## config.mk

```make
export PLATFORM = sky130hd
export DESIGN_NAME = tcw_ctl
export DESIGN_NICKNAME = d
export VERILOG_FILES = /design/src/design/tcw_pkg.sv /design/src/design/tcw_ctl.sv
export SDC_FILE = /design/constraint.sdc
export NUM_CORES = 1
export LEC_CHECK = 0
export ABC_AREA = 1
export ABC_CLOCK_PERIOD_IN_PS = 3350
export BUFFER_PORTS_ARGS = -buffer_cell sky130_fd_sc_hd__buf_2
export CORE_UTILIZATION = 54
export DETAILED_ROUTE_END_ITERATION = 7
export PLACE_DENSITY = 0.77
export SYNTH_ARGS = -nofsm -noshare
export SYNTH_HDL_FRONTEND = slang
export SYNTH_SLANG_ARGS = --single-unit
```

## constraint.sdc

```tcl
create_clock -name clk_i -period 3.35 [get_ports clk_i]
set_input_delay 0.1675 -clock clk_i [delete_from_list [all_inputs] [get_ports clk_i]]
set_output_delay 0.1675 -clock clk_i [all_outputs]
set_load 0.01 [all_outputs]
```

## src/design/tcw_pkg.sv

```systemverilog
package tcw_pkg;

  // Default screen geometry
  localparam int COLUMNS_DEF = 80;
  localparam int ROWS_DEF    = 25;

  // Item modes
  localparam logic [1:0] MODE_PUT   = 2'd0;
  localparam logic [1:0] MODE_READ  = 2'd1;
  localparam logic [1:0] MODE_CLEAR = 2'd2;

  // Character and colour codes
  localparam logic [7:0] NEWLINE_CODE = 8'd10;
  localparam logic [7:0] BLANK_CODE   = 8'h20;
  localparam logic [7:0] RESET_COLOR  = 8'h0F;
  localparam int         NIBBLE_W     = 4;
  localparam int         CELL_W       = 16;

  // Configuration port
  localparam int         CFG_AW = 1;
  localparam int         CFG_DW = NIBBLE_W;
  localparam logic [CFG_AW-1:0] CFG_FG = 1'd0;
  localparam logic [CFG_AW-1:0] CFG_BG = 1'd1;

  // Result item, cell_char in the lowest bits
  typedef struct packed {
    logic [6:0] cursor_col;
    logic [4:0] cursor_row;
    logic [7:0] cell_color;
    logic [7:0] cell_char;
  } tcw_result_t;

endpackage

```

## src/design/tcw_ctl.sv

```systemverilog
module tcw_ctl #(
  parameter int COLUMNS = 80,
  parameter int ROWS    = 25,
  parameter int AW      = 11
) (
  input  logic                       clk_i,
  input  logic                       rst_ni,
  input  logic                       in_valid_i,
  output logic                       in_ready_o,
  input  logic [1:0]                 in_mode_i,
  input  logic [7:0]                 in_char_i,
  input  logic [4:0]                 in_row_i,
  input  logic [6:0]                 in_col_i,
  input  logic [7:0]                 color_i,
  output logic                       out_valid_o,
  input  logic                       out_ready_i,
  output tcw_pkg::tcw_result_t       out_res_o,
  output logic                       mem_we_o,
  output logic [AW-1:0]              mem_waddr_o,
  output logic [tcw_pkg::CELL_W-1:0] mem_wdata_o,
  output logic                       mem_re_o,
  output logic [AW-1:0]              mem_raddr_o,
  input  logic [tcw_pkg::CELL_W-1:0] mem_rdata_i
);
  import tcw_pkg::*;

  localparam int CELLS = ROWS * COLUMNS;
  localparam int CW    = $clog2(COLUMNS + 1);
  localparam int RW    = (ROWS > 1) ? $clog2(ROWS) : 1;
  localparam int IW    = $clog2(CELLS + 1);

  localparam logic [2:0] S_INIT   = 3'd0;
  localparam logic [2:0] S_IDLE   = 3'd1;
  localparam logic [2:0] S_WRITE  = 3'd2;
  localparam logic [2:0] S_SCROLL = 3'd3;
  localparam logic [2:0] S_BLANK  = 3'd4;
  localparam logic [2:0] S_DONE   = 3'd5;

  logic [2:0]    state_q, state_d;
  logic [RW-1:0] row_q, row_d;
  logic [CW-1:0] col_q, col_d;
  logic [AW-1:0] base_q, base_d;     // row_q * COLUMNS, kept incrementally
  logic [IW-1:0] idx_q, idx_d;       // sweep pointer
  logic          cp_v_q, cp_v_d;     // scroll read in flight
  logic [AW-1:0] cp_dst_q, cp_dst_d;
  logic          pend_wr_q, pend_wr_d;
  logic [7:0]    char_q, char_d;
  logic          rd_ok_q, rd_ok_d;
  logic          out_valid_q, out_valid_d;
  tcw_result_t   out_res_q, out_res_d;

  logic          last_row;
  logic          col_full;
  logic          rd_in_range;
  logic [AW-1:0] rd_addr;
  logic [AW-1:0] cur_addr;
  logic          out_free;

  assign last_row    = (32'(row_q) + 32'd1) >= ROWS;
  assign col_full    = 32'(col_q) >= COLUMNS;
  assign rd_in_range = (32'(in_row_i) < ROWS) && (32'(in_col_i) < COLUMNS);
  assign rd_addr     = AW'(32'(in_row_i) * COLUMNS + 32'(in_col_i));
  assign cur_addr    = AW'(base_q + AW'(col_q));
  assign out_free    = !out_valid_q || out_ready_i;

  // Sequencer
  always_comb begin
    state_d     = state_q;
    row_d       = row_q;
    col_d       = col_q;
    base_d      = base_q;
    idx_d       = idx_q;
    cp_v_d      = cp_v_q;
    cp_dst_d    = cp_dst_q;
    pend_wr_d   = pend_wr_q;
    char_d      = char_q;
    rd_ok_d     = rd_ok_q;
    out_valid_d = out_valid_q;
    out_res_d   = out_res_q;
    mem_we_o    = 1'b0;
    mem_waddr_o = '0;
    mem_wdata_o = '0;
    mem_re_o    = 1'b0;
    mem_raddr_o = '0;
    in_ready_o  = 1'b0;

    if (out_valid_q && out_ready_i) begin
      out_valid_d = 1'b0;
    end

    case (state_q)
      // Fill the screen with white-on-black spaces after reset
      S_INIT: begin
        mem_we_o    = 1'b1;
        mem_waddr_o = idx_q[AW-1:0];
        mem_wdata_o = {RESET_COLOR, BLANK_CODE};
        idx_d       = idx_q + IW'(1);
        if (idx_q == IW'(CELLS - 1)) begin
          state_d = S_IDLE;
        end
      end

      S_IDLE: begin
        in_ready_o = 1'b1;
        if (in_valid_i) begin
          char_d    = in_char_i;
          rd_ok_d   = 1'b0;
          pend_wr_d = 1'b0;
          state_d   = S_DONE;
          case (in_mode_i)
            MODE_PUT: begin
              if (in_char_i == NEWLINE_CODE || col_full) begin
                // newline, or wrap before the character goes down
                pend_wr_d = (in_char_i != NEWLINE_CODE);
                col_d     = '0;
                if (!last_row) begin
                  row_d   = row_q + RW'(1);
                  base_d  = base_q + AW'(COLUMNS);
                  state_d = (in_char_i != NEWLINE_CODE) ? S_WRITE : S_DONE;
                end else if (ROWS > 1) begin
                  idx_d   = IW'(COLUMNS);
                  cp_v_d  = 1'b0;
                  state_d = S_SCROLL;
                end else begin
                  idx_d   = '0;
                  state_d = S_BLANK;
                end
              end else begin
                mem_we_o    = 1'b1;
                mem_waddr_o = cur_addr;
                mem_wdata_o = {color_i, in_char_i};
                col_d       = col_q + CW'(1);
              end
            end
            MODE_READ: begin
              if (rd_in_range) begin
                mem_re_o    = 1'b1;
                mem_raddr_o = rd_addr;
                rd_ok_d     = 1'b1;
              end
            end
            MODE_CLEAR: begin
              idx_d   = '0;
              state_d = S_BLANK;
            end
            default: begin
              state_d = S_DONE;
            end
          endcase
        end
      end

      // Character after a wrap
      S_WRITE: begin
        mem_we_o    = 1'b1;
        mem_waddr_o = cur_addr;
        mem_wdata_o = {color_i, char_q};
        col_d       = col_q + CW'(1);
        state_d     = S_DONE;
      end

      // Copy every cell up one row: read one cell, write the previous one
      S_SCROLL: begin
        mem_re_o    = idx_q < IW'(CELLS);
        mem_raddr_o = idx_q[AW-1:0];
        mem_we_o    = cp_v_q;
        mem_waddr_o = cp_dst_q;
        mem_wdata_o = mem_rdata_i;
        cp_v_d      = mem_re_o;
        cp_dst_d    = AW'(idx_q - IW'(COLUMNS));
        idx_d       = idx_q + IW'(1);
        if (!mem_re_o) begin
          idx_d   = IW'(CELLS - COLUMNS);
          state_d = S_BLANK;
        end
      end

      // Blank from idx_q to the end of the screen in the current colour
      S_BLANK: begin
        mem_we_o    = 1'b1;
        mem_waddr_o = idx_q[AW-1:0];
        mem_wdata_o = {color_i, BLANK_CODE};
        idx_d       = idx_q + IW'(1);
        if (idx_q == IW'(CELLS - 1)) begin
          state_d = pend_wr_q ? S_WRITE : S_DONE;
        end
      end

      // Hand the result to the output register
      S_DONE: begin
        if (out_free) begin
          out_valid_d          = 1'b1;
          out_res_d.cell_char  = rd_ok_q ? mem_rdata_i[7:0]  : 8'd0;
          out_res_d.cell_color = rd_ok_q ? mem_rdata_i[15:8] : 8'd0;
          out_res_d.cursor_row = 5'(row_q);
          out_res_d.cursor_col = 7'(col_q);
          state_d              = S_IDLE;
        end
      end

      default: begin
        state_d = S_IDLE;
      end
    endcase
  end

  // Control state
  always_ff @(posedge clk_i or negedge rst_ni) begin
    if (!rst_ni) begin
      state_q     <= S_INIT;
      row_q       <= '0;
      col_q       <= '0;
      base_q      <= '0;
      idx_q       <= '0;
      cp_v_q      <= 1'b0;
      pend_wr_q   <= 1'b0;
      rd_ok_q     <= 1'b0;
      out_valid_q <= 1'b0;
    end else begin
      state_q     <= state_d;
      row_q       <= row_d;
      col_q       <= col_d;
      base_q      <= base_d;
      idx_q       <= idx_d;
      cp_v_q      <= cp_v_d;
      pend_wr_q   <= pend_wr_d;
      rd_ok_q     <= rd_ok_d;
      out_valid_q <= out_valid_d;
    end
  end

  // Payload registers
  always_ff @(posedge clk_i) begin
    cp_dst_q  <= cp_dst_d;
    char_q    <= char_d;
    out_res_q <= out_res_d;
  end

  assign out_valid_o = out_valid_q;
  assign out_res_o   = out_res_q;

endmodule

```

==> results.md <==
- Slew headroom: 0.414
- Number of hold violations in the final report: 0
- Status: complete, no violations
- Reg-to-reg endpoint: idx_q[6]
- Worst-path cell chain: dlygate4sd3_1 > buf_2 > inv_1 > nand4_1 > nor2_1 > nor2_1 > nand2_2 > nand2_1 > inv_2 > nand2_2 > nand2_1 > nand3_1 > buf_2
- CTS max path bufs: 2
- Tot Pwr: 3770 µW
- Synthesized area per cell: 8.22 µm²
- Setup total negative slack: 0 ps
- CP required: 3180 ps
- Final WL: 12,400 µm
- Power per standard cell area: 631 nW/µm²
- Hpwl dp: 9510 µm
- Clk_lat worst skew: 360 ps
- Yosys top cell area share: 0.279
- CTS H-Tree Depth: 3
- Seq/Total Area, Yosys: 0.462
- Critical path peak fanout: 11
- Combinational Power Share: 0.370
- N_diodes: 0
- Maximum capacitance violations: 0
- Vias in the first global route: 4,386
- DR iter-0 viols: 265
- Worst setup SP type: input port
- Top cells by count, synth: nand2_1, inv_1, edfxtp_1
- Net Sw Frac: 0.383
- # Post-CTS Setup Buffers: 0
- Flop pwr share: 0.403
- Post-DRT Antenna Nets: 0
- FP Rows: 34
- Actual slew at the worst max-slew pin: 879 ps
- Clock sink count: 84
- DRC errors left: 0
- Largest net degree at the start of global routing: 38
- Crit Path Class: in2out
- Buf+Inv Stages, Crit Path: 5
- GRT Resource Usage Total: 0.264
- Die X-Extent: 98.8 µm
- Top cells by area, synth: edfxtp_1, dfrtp_1, nand2_1
- Fin. max-slew vios: 0
- CTS Buf Count: 9
- Routed wire per std cell: 14.7 µm
- Min cycle time layout: 2520 ps
- RR Startpoint: state_q[2]
- Finished Layout Cells: 848
- Levels on crit path: 13
- DIE HEIGHT: 98.8 µm
- Hold path cells: 1
- CP delay by family, top: simple AND/OR/NAND/NOR gates
- Global-route wire length before repair: 20,200 µm
- Hold Path Class: in2reg
- CTS tree: built
- Arr. time, crit path: 2350 ps
- Share of flip-flops with an asynchronous set or reset: 0.440
- CP max stage cell: dlygate4sd3_1
- Synth Cell Area: 5060 µm²
- Synthesized flop and latch total: 84
- Worst R2R Setup Slack: 1270 ps
- Cells after synthesis: 616
- Clock-pin slew on the worst setup and hold paths: 80 ps
- Leak: 0.00301 µW
- Final GP Congestion: 0.913
- Area delta synth->final: 18.2%
- Post-synth cell types: 40
- Die ar.: 9760 µm²
- Most common cell in the netlist: nand2_1
- RSZ-0062 raised after global routing: no
- Io pins: 120
- CP peak stage delay: 550 ps
- Vias/cell: 5.39
- Ys flop type: edfxtp_1
- Critical path capture point: mem_wdata_o[8]
- Clk pwr share: 0.227
- Clock skew: 11.7 ps
- Number of port buffers: 119
- Net count, final: 810
- Total grt overflow: 0
- TritonRoute pass-1 iters: 5
- Max frequency: 397 MHz
- IR drop worst, VDD: 0.422 mV
- Core ar.: 8890 µm²
- CP endpoint kind: output pin
- Syn Nets: 690
- Share of layout cells above drive strength 1: 0.220
- Vias: 4,574
- Leading area contributor after synthesis: edfxtp_1
- Initial Util: 0.569
- Final-report setup violation count: 0
- Crit. Startpoint: in_char_i[2]
- Root buffer selected by CTS: clkbuf_8
- P_int: 2330 µW
- FF-to-FF path depth: 7
- YS warnings: 0
- EDFF count, synth: 47
- Placed Instances: 831
- P_sw: 1450 µW
- Initial antenna violation count: 0
- Post-cts gate resize count: 0
- Post-route clock period utilization: 0.751
## power groups by stage
stage | combinational [µW] | sequential, µW | clock, µW
2_1_floorplan | 994 | 1470 | 0
3_3_place_gp | 1340 | 1530 | 0
3_5_place_dp | 1380 | 1540 | 0
4_1_cts | 1390 | 1520 | 864
5_1_grt | 1570 | 1550 | 901
6_report | 1400 | 1520 | 855
## placed cells by master (no fill, tap or decap), types with 2 or more instances in the layout
cell           Yosys  routed
nand3_1           37      37
nor2_4             2       3
nand4_1            8       8
xnor2_1            5       5
or2_2              2       2
nand2_2            8       8
dlygate4sd3_1      0       2
xor2_1            17      17
inv_1             96      96
nand2_1          183     183
o211ai_1          11      11
nor3_1             7       7
bufinv_16          0       3
o21ai_2            2       2
o21ai_0           37      37
buf_4              3       2
clkbuf_8           0       9
fa_1               3       3
edfxtp_1          47      47
dfrtp_1           37      37
nand2_4            2       2
o22ai_1            7       7
nor2_1            32      31
a31oi_1            2       2
a22oi_1            6       6
inv_2              5       5
a21oi_1           11      11
o21a_1             2       2
nor2_2             3       3
ha_1              21      21
clkbuf_1           5       2
buf_2              3     119
## per-stage QoR
step	instance area [µm²]	setup slack [ps]	hold slack [ps]	util
global placement	5730	1270	334	0.645
floorplan	5060	1050	-128	-
global route	5980	625	1.93	0.673
CTS	5970	854	1.18	0.672
finish	5980	833	6.19	0.673
detailed placement	5730	1140	341	0.645
## cells by family after synthesis
| group | Yosys count | share of synthesized area |
|---|---|---|
| AO/OA/AOI/OAI | 82 | 0.0972 |
| XOR/XNOR | 22 | 0.0381 |
| AND/OR/NAND/NOR | 288 | 0.247 |
| adder cells (fa/ha/maj) | 24 | 0.0638 |
| flip-flops | 84 | 0.462 |
| buffers and inverters | 116 | 0.0922 |
## sequential cells by signal, indices dropped and copies added, names as in the netlist
signal       flops
row_q            5
char_q           8
idx_q           11
rd_ok_q          1
state_q          3
col_q            7
pend_wr_q        1
out_valid_o      1
cp_v_q           1
out_res_o       28
base_q           7
cp_dst_q        11
## timing repair
item,in CTS,in global routing
endpoints found under the hold margin,37,1
endpoints found under the setup margin,0,0
hold buffers,1,1
## worst min-delay path by stage
| stage | end | startpoint |
|---|---|---|
| finish | char_q[0] | in_char_i[0] |
| global route | char_q[0] | in_char_i[0] |
| CTS | char_q[0] | in_char_i[0] |
| detailed placement | idx_q[0] | rst_ni |
| global placement | idx_q[1] | rst_ni |
| floorplan | base_q[10] | rst_ni |
## cell type report
cell class	count	area, µm²
inverters	102	383
fillers	729	2910
clock inverters	4	98.8
well taps	108	135
clock buffers	11	131
repair buffers	123	631
flip-flops and latches	84	2340
multi-input cells	416	2260
## worst reg2reg max path: stages (launching register included)
cell     delay, ps
dfrtp_1        430
inv_1          120
nand2_4        100
nor2_4         520
buf_4          360
a21oi_2        140
o21a_1         220
o21ai_2        120
## metal layers
metal | part of all wire | wire (µm) | GRT usage
met1 | 0.41 | 5100 | 0.320
met2 | 0.50 | 6220 | 0.470
met3 | 0.071 | 880 | 0.0433
met4 | 0.019 | 232 | 0.101
met5 | 0 | 0 | 0
Power figures use the tool's default switching activity.
